`config.mk`:
```
export PLATFORM = sky130hd
export DESIGN_NAME = source_token_lexer_flat
export DESIGN_NICKNAME = d
export VERILOG_FILES = /design/src/design/stl_pkg.sv /design/src/design/stl_if.sv /design/src/design/stl_front.sv /design/src/design/stl_queue.sv /design/src/design/stl_drain.sv /design/src/design/source_token_lexer.sv /design/src/flat_wrapper.sv
export SDC_FILE = /design/constraint.sdc
export NUM_CORES = 2
export LEC_CHECK = 0
export ABC_AREA = 1
export BUFFER_PORTS_ARGS = -buffer_cell sky130_fd_sc_hd__buf_2
export CAP_MARGIN = 20
export CORE_MARGIN = 5
export CORE_UTILIZATION = 50
export DETAILED_ROUTE_END_ITERATION = 8
export PLACE_DENSITY_LB_ADDON = 0.08
export SLEW_MARGIN = 20
export SYNTH_ARGS = -nofsm -noshare
export SYNTH_HDL_FRONTEND = slang
export SYNTH_HIERARCHICAL = 1
export SYNTH_SLANG_ARGS = --single-unit
```
`constraint.sdc`:
```
create_clock -name clk -period 13 [get_ports clk]
set_input_delay 2.6 -clock clk [delete_from_list [all_inputs] [get_ports clk]]
set_output_delay 2.6 -clock clk [all_outputs]
set_load 0.03 [all_outputs]
```
`src/design/stl_pkg.sv`:
```
// shared types, constants and character helpers of the source token lexer
// no dependencies
package stl_pkg;

    localparam int POS_BITS      = 24;
    localparam int KEYWORD_CHARS = 6;
    localparam int KW_IDX_W      = $clog2(KEYWORD_CHARS);
    localparam int WORD_BITS     = 8 * KEYWORD_CHARS;
    localparam int NUM_KW        = 8;
    localparam int QUEUE_DEPTH   = 4;
    localparam int QPTR_W        = $clog2(QUEUE_DEPTH);

    typedef logic [POS_BITS-1:0] pos_t;
    typedef logic [5:0]          kind_t;
    typedef logic [2:0]          err_t;

    localparam kind_t K_EOF     = 6'd0;
    localparam kind_t K_IDENT   = 6'd1;
    localparam kind_t K_INT     = 6'd2;
    localparam kind_t K_FLOAT   = 6'd3;
    localparam kind_t K_CHARLIT = 6'd4;
    localparam kind_t K_STRLIT  = 6'd5;
    localparam kind_t K_KW_BASE = 6'd6;
    localparam kind_t K_PLUS    = 6'd14;
    localparam kind_t K_STAR    = 6'd17;
    localparam kind_t K_SLASH   = 6'd18;
    localparam kind_t K_LPAREN  = 6'd27;
    localparam kind_t K_RPAREN  = 6'd28;
    localparam kind_t K_LBRACE  = 6'd29;
    localparam kind_t K_RBRACE  = 6'd30;
    localparam kind_t K_LBRACK  = 6'd31;
    localparam kind_t K_RBRACK  = 6'd32;
    localparam kind_t K_COMMA   = 6'd33;
    localparam kind_t K_SEMI    = 6'd34;
    localparam kind_t K_COLON   = 6'd35;
    localparam kind_t K_DOT     = 6'd36;
    localparam kind_t K_PERCENT = 6'd37;
    localparam kind_t K_CARET   = 6'd38;
    localparam kind_t K_TILDE   = 6'd39;
    localparam kind_t K_ERROR   = 6'd44;

    localparam err_t E_NONE       = 3'd0;
    localparam err_t E_OPEN_CMT   = 3'd1;
    localparam err_t E_OPEN_CHAR  = 3'd2;
    localparam err_t E_CHAR_LONG  = 3'd3;
    localparam err_t E_OPEN_STR   = 3'd4;
    localparam err_t E_BAD_CHAR   = 3'd5;

    // keywords, first character in the low byte, zero padded
    localparam logic [63:0] KW_TEXT [NUM_KW] = '{
        64'h6e66, 64'h726176, 64'h6e7275746572, 64'h646e65,
        64'h72616863, 64'h746e69, 64'h74616f6c66, 64'h676e69727473
    };

    typedef struct packed {
        kind_t       kind;
        err_t        err_code;
        logic [23:0] tok_offset;
        logic [23:0] tok_length;
        logic [23:0] tok_line;
        logic [23:0] tok_column;
    } res_t;

    typedef struct packed {
        logic [1:0]      cnt;
        res_t [2:0]      res;
    } bundle_t;

    typedef struct packed {
        logic       hit;
        kind_t      single;
        kind_t      dbl;
        logic [7:0] second;
    } pair_t;

    function automatic logic [23:0] to_out(pos_t v);
        logic [POS_BITS+23:0] t;
        t = {24'd0, v};
        return t[23:0];
    endfunction

    function automatic pos_t sat_inc(pos_t v);
        return (v == '1) ? v : v + pos_t'(1);
    endfunction

    function automatic pos_t sat_add(pos_t a, pos_t b);
        logic [POS_BITS:0] s;
        s = {1'b0, a} + {1'b0, b};
        return s[POS_BITS] ? '1 : s[POS_BITS-1:0];
    endfunction

    function automatic logic is_alpha(logic [7:0] c);
        return (c >= 8'h61 && c <= 8'h7a) || (c >= 8'h41 && c <= 8'h5a) || c == 8'h5f;
    endfunction

    function automatic logic is_digit(logic [7:0] c);
        return c >= 8'h30 && c <= 8'h39;
    endfunction

    function automatic logic is_ws(logic [7:0] c);
        return c == 8'h20 || c == 8'h09 || c == 8'h0d || c == 8'h0a;
    endfunction

    function automatic pair_t pair_lookup(logic [7:0] c);
        pair_t p;
        p = '0;
        unique case (c)
            8'h2d:   p = '{1'b1, 6'd15, 6'd16, 8'h3e};
            8'h3d:   p = '{1'b1, 6'd19, 6'd20, 8'h3d};
            8'h21:   p = '{1'b1, 6'd21, 6'd22, 8'h3d};
            8'h3c:   p = '{1'b1, 6'd23, 6'd24, 8'h3d};
            8'h3e:   p = '{1'b1, 6'd25, 6'd26, 8'h3d};
            8'h7c:   p = '{1'b1, 6'd40, 6'd41, 8'h7c};
            8'h26:   p = '{1'b1, 6'd42, 6'd43, 8'h26};
            default: p = '0;
        endcase
        return p;
    endfunction

    // zero when the byte is no single-character operator
    function automatic kind_t single_kind(logic [7:0] c);
        kind_t k;
        unique case (c)
            8'h2b:   k = K_PLUS;
            8'h2a:   k = K_STAR;
            8'h28:   k = K_LPAREN;
            8'h29:   k = K_RPAREN;
            8'h7b:   k = K_LBRACE;
            8'h7d:   k = K_RBRACE;
            8'h5b:   k = K_LBRACK;
            8'h5d:   k = K_RBRACK;
            8'h2c:   k = K_COMMA;
            8'h3b:   k = K_SEMI;
            8'h3a:   k = K_COLON;
            8'h2e:   k = K_DOT;
            8'h25:   k = K_PERCENT;
            8'h5e:   k = K_CARET;
            8'h7e:   k = K_TILDE;
            default: k = K_EOF;
        endcase
        return k;
    endfunction

endpackage

```
`src/design/stl_if.sv`:
```
// valid/ready channel interfaces of the source token lexer
// depends on stl_pkg
interface stl_in_if;
    logic       valid;
    logic       ready;
    logic [7:0] src_byte;
    logic       end_of_source;

    modport source (output valid, src_byte, end_of_source, input ready);
    modport sink   (input valid, src_byte, end_of_source, output ready);
endinterface

interface stl_out_if;
    logic               valid;
    logic               ready;
    stl_pkg::kind_t     kind;
    stl_pkg::err_t      err_code;
    logic [23:0]        tok_offset;
    logic [23:0]        tok_length;
    logic [23:0]        tok_line;
    logic [23:0]        tok_column;
    logic               last_of_run;

    modport source (output valid, kind, err_code, tok_offset, tok_length, tok_line,
                    tok_column, last_of_run, input ready);
    modport sink   (input valid, kind, err_code, tok_offset, tok_length, tok_line,
                    tok_column, last_of_run, output ready);
endinterface

```
`src/design/stl_front.sv`:
```
// scanner front end: one byte per transaction, builds a bundle of up to three results
// depends on stl_pkg
module stl_front
(
    input  logic              clk,
    input  logic              rst_n,
    input  logic              step,
    input  logic [7:0]        src_byte,
    input  logic              end_of_source,
    output logic              push,
    output stl_pkg::bundle_t  bundle
);

    typedef enum logic [3:0] {
        M_IDLE, M_IDENT, M_NUM_INT, M_NUM_DOT, M_NUM_FRAC, M_CHAR_OPEN, M_CHAR_GOT,
        M_CHAR_RECOVER, M_STRING, M_OP_PEND, M_SLASH_PEND, M_LINE_COMMENT,
        M_BLOCK_COMMENT, M_BLOCK_STAR
    } mode_t;

    mode_t                           mode_reg, mode_next;
    stl_pkg::pos_t                   pos_reg, pos_next;
    stl_pkg::pos_t                   line_reg, line_next;
    stl_pkg::pos_t                   col_reg, col_next;
    stl_pkg::pos_t                   soff_reg, soff_next;
    stl_pkg::pos_t                   sline_reg, sline_next;
    stl_pkg::pos_t                   scol_reg, scol_next;
    stl_pkg::pos_t                   run_reg, run_next;
    logic [stl_pkg::WORD_BITS-1:0]   word_reg, word_next;
    logic                            wlong_reg, wlong_next;
    logic [7:0]                      pend_reg, pend_next;

    logic             ea, eb, ec;
    stl_pkg::kind_t   ka, kc, kw;
    stl_pkg::err_t    ca, cc;
    stl_pkg::pos_t    la, lc, il;
    stl_pkg::res_t    ra, rb, rc;
    stl_pkg::pair_t   pp, pc;
    logic             do_idle;

    function automatic stl_pkg::kind_t word_kind(logic [stl_pkg::WORD_BITS-1:0] w,
                                                  logic too_long);
        stl_pkg::kind_t k;
        k = stl_pkg::K_IDENT;
        if (!too_long)
        begin
            for (int i = 0; i < stl_pkg::NUM_KW; i++)
            begin
                if (w == stl_pkg::KW_TEXT[i][stl_pkg::WORD_BITS-1:0])
                begin
                    k = stl_pkg::K_KW_BASE + stl_pkg::kind_t'(i);
                end
            end
        end
        return k;
    endfunction

    assign kw = word_kind(word_reg, wlong_reg);
    assign pp = stl_pkg::pair_lookup(pend_reg);
    assign pc = stl_pkg::pair_lookup(src_byte);
    assign il = run_reg - stl_pkg::pos_t'(1);

    always_comb
    begin
        mode_next  = mode_reg;
        pos_next   = pos_reg;
        line_next  = line_reg;
        col_next   = col_reg;
        soff_next  = soff_reg;
        sline_next = sline_reg;
        scol_next  = scol_reg;
        run_next   = run_reg;
        word_next  = word_reg;
        wlong_next = wlong_reg;
        pend_next  = pend_reg;
        ea = 1'b0; eb = 1'b0; ec = 1'b0;
        ka = stl_pkg::K_EOF; ca = stl_pkg::E_NONE; la = '0;
        kc = stl_pkg::K_EOF; cc = stl_pkg::E_NONE; lc = '0;
        do_idle = 1'b0;

        if (end_of_source)
        begin
            unique case (mode_reg)
                M_IDENT:      begin ea = 1'b1; ka = kw; la = run_reg; end
                M_NUM_INT:    begin ea = 1'b1; ka = stl_pkg::K_INT; la = run_reg; end
                M_NUM_DOT:    begin ea = 1'b1; eb = 1'b1; ka = stl_pkg::K_INT; la = il; end
                M_NUM_FRAC:   begin ea = 1'b1; ka = stl_pkg::K_FLOAT; la = run_reg; end
                M_CHAR_OPEN:
                begin
                    ea = 1'b1; ka = stl_pkg::K_ERROR; ca = stl_pkg::E_OPEN_CHAR; la = run_reg;
                end
                M_CHAR_GOT:
                begin
                    ea = 1'b1; ka = stl_pkg::K_ERROR; ca = stl_pkg::E_CHAR_LONG; la = run_reg;
                end
                M_STRING:
                begin
                    ea = 1'b1; ka = stl_pkg::K_ERROR; ca = stl_pkg::E_OPEN_STR; la = run_reg;
                end
                M_OP_PEND:    begin ea = 1'b1; ka = pp.single; la = stl_pkg::pos_t'(1); end
                M_SLASH_PEND: begin ea = 1'b1; ka = stl_pkg::K_SLASH; la = stl_pkg::pos_t'(1); end
                M_BLOCK_COMMENT, M_BLOCK_STAR:
                begin
                    ea = 1'b1; ka = stl_pkg::K_ERROR; ca = stl_pkg::E_OPEN_CMT; la = run_reg;
                end
                default: ;
            endcase
            ec = 1'b1;
            kc = stl_pkg::K_EOF;
            lc = '0;
            mode_next = M_IDLE;
        end
        else
        begin
            unique case (mode_reg)
                M_IDENT:
                begin
                    if (stl_pkg::is_alpha(src_byte) || stl_pkg::is_digit(src_byte))
                    begin
                        if (run_reg < stl_pkg::pos_t'(stl_pkg::KEYWORD_CHARS))
                            word_next[8*run_reg[stl_pkg::KW_IDX_W-1:0] +: 8] = src_byte;
                        else
                            wlong_next = 1'b1;
                    end
                    else
                    begin
                        ea = 1'b1; ka = kw; la = run_reg; do_idle = 1'b1;
                    end
                end
                M_NUM_INT:
                begin
                    if (src_byte == 8'h2e)
                        mode_next = M_NUM_DOT;
                    else if (!stl_pkg::is_digit(src_byte))
                    begin
                        ea = 1'b1; ka = stl_pkg::K_INT; la = run_reg; do_idle = 1'b1;
                    end
                end
                M_NUM_DOT:
                begin
                    if (stl_pkg::is_digit(src_byte))
                        mode_next = M_NUM_FRAC;
                    else
                    begin
                        ea = 1'b1; eb = 1'b1; ka = stl_pkg::K_INT; la = il; do_idle = 1'b1;
                    end
                end
                M_NUM_FRAC:
                begin
                    if (!stl_pkg::is_digit(src_byte))
                    begin
                        ea = 1'b1; ka = stl_pkg::K_FLOAT; la = run_reg; do_idle = 1'b1;
                    end
                end
                M_CHAR_OPEN: mode_next = M_CHAR_GOT;
                M_CHAR_GOT:
                begin
                    ea = 1'b1;
                    if (src_byte == 8'h27)
                    begin
                        ka = stl_pkg::K_CHARLIT; la = stl_pkg::sat_inc(run_reg);
                        mode_next = M_IDLE;
                    end
                    else
                    begin
                        ka = stl_pkg::K_ERROR; ca = stl_pkg::E_CHAR_LONG; la = run_reg;
                        mode_next = (src_byte == 8'h0a) ? M_IDLE : M_CHAR_RECOVER;
                    end
                end
                M_CHAR_RECOVER:
                    if (src_byte == 8'h27 || src_byte == 8'h0a) mode_next = M_IDLE;
                M_STRING:
                begin
                    if (src_byte == 8'h22 || src_byte == 8'h0a)
                    begin
                        ea = 1'b1; ka = stl_pkg::K_STRLIT; la = stl_pkg::sat_inc(run_reg);
                        mode_next = M_IDLE;
                    end
                end
                M_OP_PEND:
                begin
                    ea = 1'b1;
                    if (pp.hit && pp.second == src_byte)
                    begin
                        ka = pp.dbl; la = stl_pkg::pos_t'(2); mode_next = M_IDLE;
                    end
                    else
                    begin
                        ka = pp.single; la = stl_pkg::pos_t'(1); do_idle = 1'b1;
                    end
                end
                M_SLASH_PEND:
                begin
                    if (src_byte == 8'h2f)
                        mode_next = M_LINE_COMMENT;
                    else if (src_byte == 8'h2a)
                        mode_next = M_BLOCK_COMMENT;
                    else
                    begin
                        ea = 1'b1; ka = stl_pkg::K_SLASH; la = stl_pkg::pos_t'(1);
                        do_idle = 1'b1;
                    end
                end
                M_LINE_COMMENT:
                    if (src_byte == 8'h0a) mode_next = M_IDLE;
                M_BLOCK_COMMENT:
                    if (src_byte == 8'h2a) mode_next = M_BLOCK_STAR;
                M_BLOCK_STAR:
                begin
                    if (src_byte == 8'h2f)
                        mode_next = M_IDLE;
                    else if (src_byte != 8'h2a)
                        mode_next = M_BLOCK_COMMENT;
                end
                default: do_idle = 1'b1;
            endcase

            // byte seen between tokens
            if (do_idle)
            begin
                mode_next = M_IDLE;
                if (!stl_pkg::is_ws(src_byte))
                begin
                    if (stl_pkg::is_alpha(src_byte) || stl_pkg::is_digit(src_byte) ||
                        src_byte == 8'h27 || src_byte == 8'h22 || src_byte == 8'h2f ||
                        pc.hit)
                    begin
                        soff_next  = pos_reg;
                        sline_next = line_reg;
                        scol_next  = col_reg;
                        run_next   = '0;
                        if (stl_pkg::is_alpha(src_byte))
                        begin
                            mode_next  = M_IDENT;
                            word_next  = '0;
                            word_next[7:0] = src_byte;
                            wlong_next = 1'b0;
                        end
                        else if (stl_pkg::is_digit(src_byte))
                            mode_next = M_NUM_INT;
                        else if (src_byte == 8'h27)
                            mode_next = M_CHAR_OPEN;
                        else if (src_byte == 8'h22)
                            mode_next = M_STRING;
                        else if (src_byte == 8'h2f)
                            mode_next = M_SLASH_PEND;
                        else
                        begin
                            mode_next = M_OP_PEND;
                            pend_next = src_byte;
                        end
                    end
                    else
                    begin
                        ec = 1'b1;
                        lc = stl_pkg::pos_t'(1);
                        kc = stl_pkg::single_kind(src_byte);
                        if (kc == stl_pkg::K_EOF)
                        begin
                            kc = stl_pkg::K_ERROR;
                            cc = stl_pkg::E_BAD_CHAR;
                        end
                    end
                end
            end

            if (mode_next != M_IDLE) run_next = stl_pkg::sat_inc(run_next);
            pos_next = pos_reg + stl_pkg::pos_t'(1);
            if (src_byte == 8'h0a)
            begin
                line_next = stl_pkg::sat_inc(line_reg);
                col_next  = stl_pkg::pos_t'(1);
            end
            else
                col_next = stl_pkg::sat_inc(col_reg);
        end
    end

    always_comb
    begin
        ra = '{ka, ca, stl_pkg::to_out(soff_reg), stl_pkg::to_out(la),
               stl_pkg::to_out(sline_reg), stl_pkg::to_out(scol_reg)};
        rb = '{stl_pkg::K_DOT, stl_pkg::E_NONE, stl_pkg::to_out(soff_reg + il), 24'd1,
               stl_pkg::to_out(sline_reg), stl_pkg::to_out(stl_pkg::sat_add(scol_reg, il))};
        rc = '{kc, cc, stl_pkg::to_out(pos_reg), stl_pkg::to_out(lc),
               stl_pkg::to_out(line_reg), stl_pkg::to_out(col_reg)};
        // possible sets are a, c, a+c, a+b, a+b+c
        bundle.res[0] = ea ? ra : rc;
        bundle.res[1] = eb ? rb : rc;
        bundle.res[2] = rc;
        bundle.cnt    = 2'({1'b0, ea} + {1'b0, eb} + {1'b0, ec});
    end

    assign push = step && (ea || eb || ec);

    always_ff @(posedge clk or negedge rst_n)
    begin
        if (!rst_n)
        begin
            mode_reg  <= M_IDLE;
            pos_reg   <= '0;
            line_reg  <= stl_pkg::pos_t'(1);
            col_reg   <= stl_pkg::pos_t'(1);
            soff_reg  <= '0;
            sline_reg <= stl_pkg::pos_t'(1);
            scol_reg  <= stl_pkg::pos_t'(1);
            run_reg   <= '0;
            word_reg  <= '0;
            wlong_reg <= 1'b0;
            pend_reg  <= '0;
        end
        else if (step)
        begin
            mode_reg  <= mode_next;
            pos_reg   <= pos_next;
            line_reg  <= line_next;
            col_reg   <= col_next;
            soff_reg  <= soff_next;
            sline_reg <= sline_next;
            scol_reg  <= scol_next;
            run_reg   <= run_next;
            word_reg  <= word_next;
            wlong_reg <= wlong_next;
            pend_reg  <= pend_next;
        end
    end

endmodule

```
`src/design/stl_queue.sv`:
```
// small bundle queue between scanner front end and result drain
// depends on stl_pkg
module stl_queue
(
    input  logic              clk,
    input  logic              rst_n,
    input  logic              push,
    input  stl_pkg::bundle_t  push_data,
    input  logic              pop,
    output logic              full,
    output logic              not_empty,
    output stl_pkg::bundle_t  head
);

    stl_pkg::bundle_t            mem_reg [stl_pkg::QUEUE_DEPTH];
    logic [stl_pkg::QPTR_W-1:0]  wr_reg, rd_reg;
    logic [stl_pkg::QPTR_W:0]    cnt_reg;

    assign full      = (cnt_reg == (stl_pkg::QPTR_W+1)'(stl_pkg::QUEUE_DEPTH));
    assign not_empty = (cnt_reg != '0);
    assign head      = mem_reg[rd_reg];

    always_ff @(posedge clk)
    begin
        if (push) mem_reg[wr_reg] <= push_data;
    end

    always_ff @(posedge clk or negedge rst_n)
    begin
        if (!rst_n)
        begin
            wr_reg  <= '0;
            rd_reg  <= '0;
            cnt_reg <= '0;
        end
        else
        begin
            if (push) wr_reg <= wr_reg + stl_pkg::QPTR_W'(1);
            if (pop)  rd_reg <= rd_reg + stl_pkg::QPTR_W'(1);
            if (push && !pop)
                cnt_reg <= cnt_reg + (stl_pkg::QPTR_W+1)'(1);
            else if (pop && !push)
                cnt_reg <= cnt_reg - (stl_pkg::QPTR_W+1)'(1);
        end
    end

endmodule

```
`src/design/stl_drain.sv`:
```
// result drain: sends the results of the head bundle one per transaction
// depends on stl_pkg
module stl_drain
(
    input  logic              clk,
    input  logic              rst_n,
    input  logic              have,
    input  stl_pkg::bundle_t  head,
    input  logic              taken,
    output logic              pop,
    output logic              valid,
    output stl_pkg::res_t     res,
    output logic              last
);

    logic [1:0] idx_reg;

    assign valid = have;
    assign res   = head.res[idx_reg];
    assign last  = (idx_reg == head.cnt - 2'd1);
    assign pop   = taken && last;

    always_ff @(posedge clk or negedge rst_n)
    begin
        if (!rst_n)
            idx_reg <= '0;
        else if (taken)
            idx_reg <= last ? 2'd0 : idx_reg + 2'd1;
    end

endmodule

```
`src/design/source_token_lexer.sv`:
```
// top level of the source token lexer: front end, bundle queue, result drain
// depends on stl_pkg, stl_if, stl_front, stl_queue, stl_drain
//
// in_ch carries one source byte per transaction, or an end mark
// (end_of_source) that flushes the pending token and adds an eof token.
// out_ch carries one token or error item per transaction; last_of_run marks
// the final result caused by one input transaction (one to three results).
// A byte that causes no result (whitespace, comment body, growing token)
// produces nothing on out_ch.
// Throughput: one input transaction per cycle while the queue has room; the
// output side sends one result per cycle while out_ch.ready is high, so inputs
// producing several results are limited by the drain. The front end writes an
// input's result bundle into the four-entry queue, whose head drives out_ch
// directly from the registered queue entry.
// Reset clears the scan state to idle between tokens, offset 0, line 1,
// column 1, and empties the queue.
// When the receiver stalls, the queue absorbs up to four bundles; once it is
// full in_ch.ready drops until a bundle has been fully delivered.
module source_token_lexer
(
    input  logic       clk,
    input  logic       rst_n,
    stl_in_if.sink     in_ch,
    stl_out_if.source  out_ch
);

    logic              step;
    logic              push;
    logic              full;
    logic              have;
    logic              pop;
    logic              taken;
    stl_pkg::bundle_t  bundle;
    stl_pkg::bundle_t  head;
    stl_pkg::res_t     res;

    // the front end only advances when its bundle has a place to go
    assign in_ch.ready = !full;
    assign step        = in_ch.valid && !full;
    assign taken       = out_ch.valid && out_ch.ready;

    stl_front u_front
    (
        .clk           (clk),
        .rst_n         (rst_n),
        .step          (step),
        .src_byte      (in_ch.src_byte),
        .end_of_source (in_ch.end_of_source),
        .push          (push),
        .bundle        (bundle)
    );

    stl_queue u_queue
    (
        .clk       (clk),
        .rst_n     (rst_n),
        .push      (push),
        .push_data (bundle),
        .pop       (pop),
        .full      (full),
        .not_empty (have),
        .head      (head)
    );

    stl_drain u_drain
    (
        .clk   (clk),
        .rst_n (rst_n),
        .have  (have),
        .head  (head),
        .taken (taken),
        .pop   (pop),
        .valid (out_ch.valid),
        .res   (res),
        .last  (out_ch.last_of_run)
    );

    // result fields out of the head bundle
    assign out_ch.kind       = res.kind;
    assign out_ch.err_code   = res.err_code;
    assign out_ch.tok_offset = res.tok_offset;
    assign out_ch.tok_length = res.tok_length;
    assign out_ch.tok_line   = res.tok_line;
    assign out_ch.tok_column = res.tok_column;

endmodule

```
`src/flat_wrapper.sv`:
```
// flat-port wrapper written by rule: the top's interface ports become plain ports
module source_token_lexer_flat 
  (clk, rst_n, in_ch_valid, in_ch_src_byte, in_ch_end_of_source, in_ch_ready, out_ch_valid, out_ch_kind, out_ch_err_code, out_ch_tok_offset, out_ch_tok_length, out_ch_tok_line, out_ch_tok_column, out_ch_last_of_run, out_ch_ready);
  stl_in_if in_ch_i ();
  stl_out_if out_ch_i ();
  input  logic clk;
  input  logic rst_n;
  input wire logic [$bits(in_ch_i.valid)-1:0] in_ch_valid;
  input wire logic [$bits(in_ch_i.src_byte)-1:0] in_ch_src_byte;
  input wire logic [$bits(in_ch_i.end_of_source)-1:0] in_ch_end_of_source;
  output wire logic [$bits(in_ch_i.ready)-1:0] in_ch_ready;
  output wire logic [$bits(out_ch_i.valid)-1:0] out_ch_valid;
  output wire logic [$bits(out_ch_i.kind)-1:0] out_ch_kind;
  output wire logic [$bits(out_ch_i.err_code)-1:0] out_ch_err_code;
  output wire logic [$bits(out_ch_i.tok_offset)-1:0] out_ch_tok_offset;
  output wire logic [$bits(out_ch_i.tok_length)-1:0] out_ch_tok_length;
  output wire logic [$bits(out_ch_i.tok_line)-1:0] out_ch_tok_line;
  output wire logic [$bits(out_ch_i.tok_column)-1:0] out_ch_tok_column;
  output wire logic [$bits(out_ch_i.last_of_run)-1:0] out_ch_last_of_run;
  input wire logic [$bits(out_ch_i.ready)-1:0] out_ch_ready;
  assign in_ch_i.valid = in_ch_valid;
  assign in_ch_i.src_byte = in_ch_src_byte;
  assign in_ch_i.end_of_source = in_ch_end_of_source;
  assign in_ch_ready = in_ch_i.ready;
  assign out_ch_valid = out_ch_i.valid;
  assign out_ch_kind = out_ch_i.kind;
  assign out_ch_err_code = out_ch_i.err_code;
  assign out_ch_tok_offset = out_ch_i.tok_offset;
  assign out_ch_tok_length = out_ch_i.tok_length;
  assign out_ch_tok_line = out_ch_i.tok_line;
  assign out_ch_tok_column = out_ch_i.tok_column;
  assign out_ch_last_of_run = out_ch_i.last_of_run;
  assign out_ch_i.ready = out_ch_ready;
  source_token_lexer u_core (.clk(clk), .rst_n(rst_n), .in_ch(in_ch_i), .out_ch(out_ch_i));
endmodule
```
==> flow_summary.ini <==
[clock_network]
cts_made_buffers = 164
cts-root-buf = clkbuf_16
clk_path_buf_depth = 3
clock-sinks = 1506
clkTransAtPathRegs_ns = 0.06
cts_hold_buf = 0
cts_tree = done
clock_latency_ns = 0.79
ctsResizeCount = 0
post_cts_buffers = 0
htree_levels = 4

[cells_and_area]
finalNetCount = 7167
synthToLayoutAreaGrowth_pct = 9.11
final_cell_mix = nand2_1 (1621), edfxtp_1 (1268), inv_1 (1001), o21ai_0 (457), o211ai_1 (450)
final_common_cell = nand2_1
drive_gt1_share_pct = 9.86
largest_reg_flops = 1268

[setup_path]
endpoint_kind = output port
start_kind = flop
slowest_stage = buf_4
cp_max_fo = 83
cp_common_cell = buf_4
crit_arrival_ns = 4.81
path_cells = inv_8 > buf_4 > buf_4 > nor2_1 > o21ai_0 > buf_2
crit_buf_inv = 4
criticalPathCategory = reg -> out
crit_family = buffers and inverters
worst_ep_required_time_ns = 10.40
cp_slowest_stage_delay_ns = 0.86

[synth]
synthDistinctLibCells = 72
seq_area_frac_synth_pct = 60.2
syn_area_mm2 = 0.0731
netlist_instances = 7140
synth_area_leader_cell = edfxtp_1
ys_ff_latch = 1506
synth.area.top_cells = edfxtp_1 (52%), nand2_1 (8.3%), dfrtp_1 (8.0%)
synth_edf_count = 1268
synth.yosys.warnings = 6
synth.avg_cell_area_um2 = 10.2
yosysTopAreaCellShare_pct = 52.1
synth_top_flop_cell = edfxtp_1
async_flop_share_pct = 15.8

[sta]
worst_slack_ns = 5.59
max_freq_ghz = 0.135
setup_violations = 0
slew_headroom_pct = 23.4
report.final.slew_viol_count = 0
holdWs_ns = 0.487
hold_violations = 0
rsz0062_at_grt = no
period_minus_slack_ns = 7.41
worst_slew_pin_slew_ns = 1.14
fin_skew_ns = 0.0276
tns_ns = 0
fin_crit_sh_pct = 57.0

[routing]
routed-via-count = 50700
dr.pass1.iters = 6
drt-vias-per-instance = 5.54
postRouteAntennaNets = 0
wire_per_inst_um = 20.9
routed_wl_um = 191000
drc = 0
drt_iter0_drc = 4084

[grt]
grt_start_max_net_pins = 223
grt-ovfl-total = 0
antenna_found_initial = 11
grt_util_all_layers_pct = 24.8
grt_pass1_vias = 48500
grt_pass1_wl_um = 293000

[place]
portBuffers = 120
gp_congestion = 0.951
pre_cts_ws_ns = 5.32
place_hpwl_um = 115000

[floorplanning]
pin_count = 121
core_area_mm2 = 0.146
die_y_um = 392
initial_core_util_pct = 50.2
die_area_mm2 = 0.154
die_w_um = 392
fp-row-count = 140

[min_path]
holdCritPathClass = reg -> reg

[pwr]
ir_drop_uv = 220
power_density_mw_per_mm2 = 254
leakagePower_nw = 31.7

[flow_run]
cap_viol_max_count = 0

[run_status]
status = finished, final reports clean
[per-layer routing]
layer	vias up	track usage (%)	share of wire, %
li1	24300	-	-
met1	24700	35.1	45
met2	1390	40.1	47
met3	277	3.53	5.6
met4	4	7.53	2.9
met5	-	0	0.014
[stage by stage]
stage	cell area, µm²	utilization (%)	total power [mW]	instances
6_report	79800	54.8	20.3	9151
4_1_cts	79800	54.8	20.4	9148
3_5_place_dp	74400	51.1	15.8	8843
5_1_grt	79800	54.8	21.5	9148
3_3_place_gp	74400	51.1	15.8	8843
2_1_floorplan	73300	-	13.4	7187
[worst paths after layout]
check	to	from	slack, ns	cells past startpoint
min in group asynchronous	u_core/u_front/word_reg[35]	rst_n	1.81	1
setup / recovery	out_ch_tok_column[22]	u_core/u_drain/idx_reg[0]	5.59	6
hold / removal	u_core/u_front/pend_reg[5]	u_core/u_front/pend_reg[5]	0.49	2
setup reg to reg	u_core/u_queue/mem_reg[3][199]	u_core/u_front/run_reg[0]	7.28	21
max in group asynchronous	u_core/u_front/sline_reg[7]	rst_n	9.84	2
hold reg to reg	u_core/u_front/pend_reg[5]	u_core/u_front/pend_reg[5]	0.49	2
[where the power goes]
| group | internal [mW] | total (mW) | switching [mW] |
|---|---|---|---|
| Clock | 2.65 | 4.56 | 1.91 |
| Combinational | 2.26 | 8.58 | 6.32 |
| Sequential | 6.62 | 7.12 | 0.506 |
| Total | 11.5 | 20.3 | 8.73 |
[cells in the mapped netlist (5+ instances only)]
master and count:
a211oi_1 17, a21o_1 5, a21oi_1 110, a221oi_1 8
a22oi_1 6, a31oi_1 26, a41oi_1 6, buf_1 9
buf_2 193, buf_4 65, buf_6 47, clkbuf_1 123
clkinv_1 5, dfrtp_1 234, edfxtp_1 1268, ha_1 58
inv_1 1008, inv_2 13, mux2i_1 5, nand2_1 1621
nand2_2 10, nand3_1 252, nand3_2 7, nand4_1 80
nor2_1 377, nor2_2 16, nor2_4 5, nor3_1 101
nor4_1 36, o211ai_1 450, o211ai_2 200, o21a_1 5
o21ai_0 459, o21ai_1 79, o22ai_1 36, o31ai_1 8
o32ai_1 5, or2_2 5, xnor2_1 29, xor2_1 95
[cells by family after synthesis]
kind of cell	count (synthesis)	share of synthesized area (%)
other	1	0.00513
adder cells (fa/ha/maj)	62	1.10
AND/OR/NAND/NOR	2533	14.4
flip-flops	1506	60.2
multiplexers	5	0.0684
XOR/XNOR	124	1.49
buffers and inverters	1469	8.77
AO/OA/AOI/OAI	1440	13.9
[tightest hold or removal path, cell delays in order (launching register included)]
cell     delay (ns)
dfrtp_1        0.35
inv_1          0.04
nand2_1        0.06
[layout make-up]
type,count,area [µm²]
antenna,3,7.51
clock buffer,224,4520
clock inverter,81,796
fill,12700,65800
inverter,1028,3910
multi-input combinational,4212,22900
sequential,1506,44100
tap,1917,2400
timing repair buffer,180,1210
(Power assumes the default switching activity.)
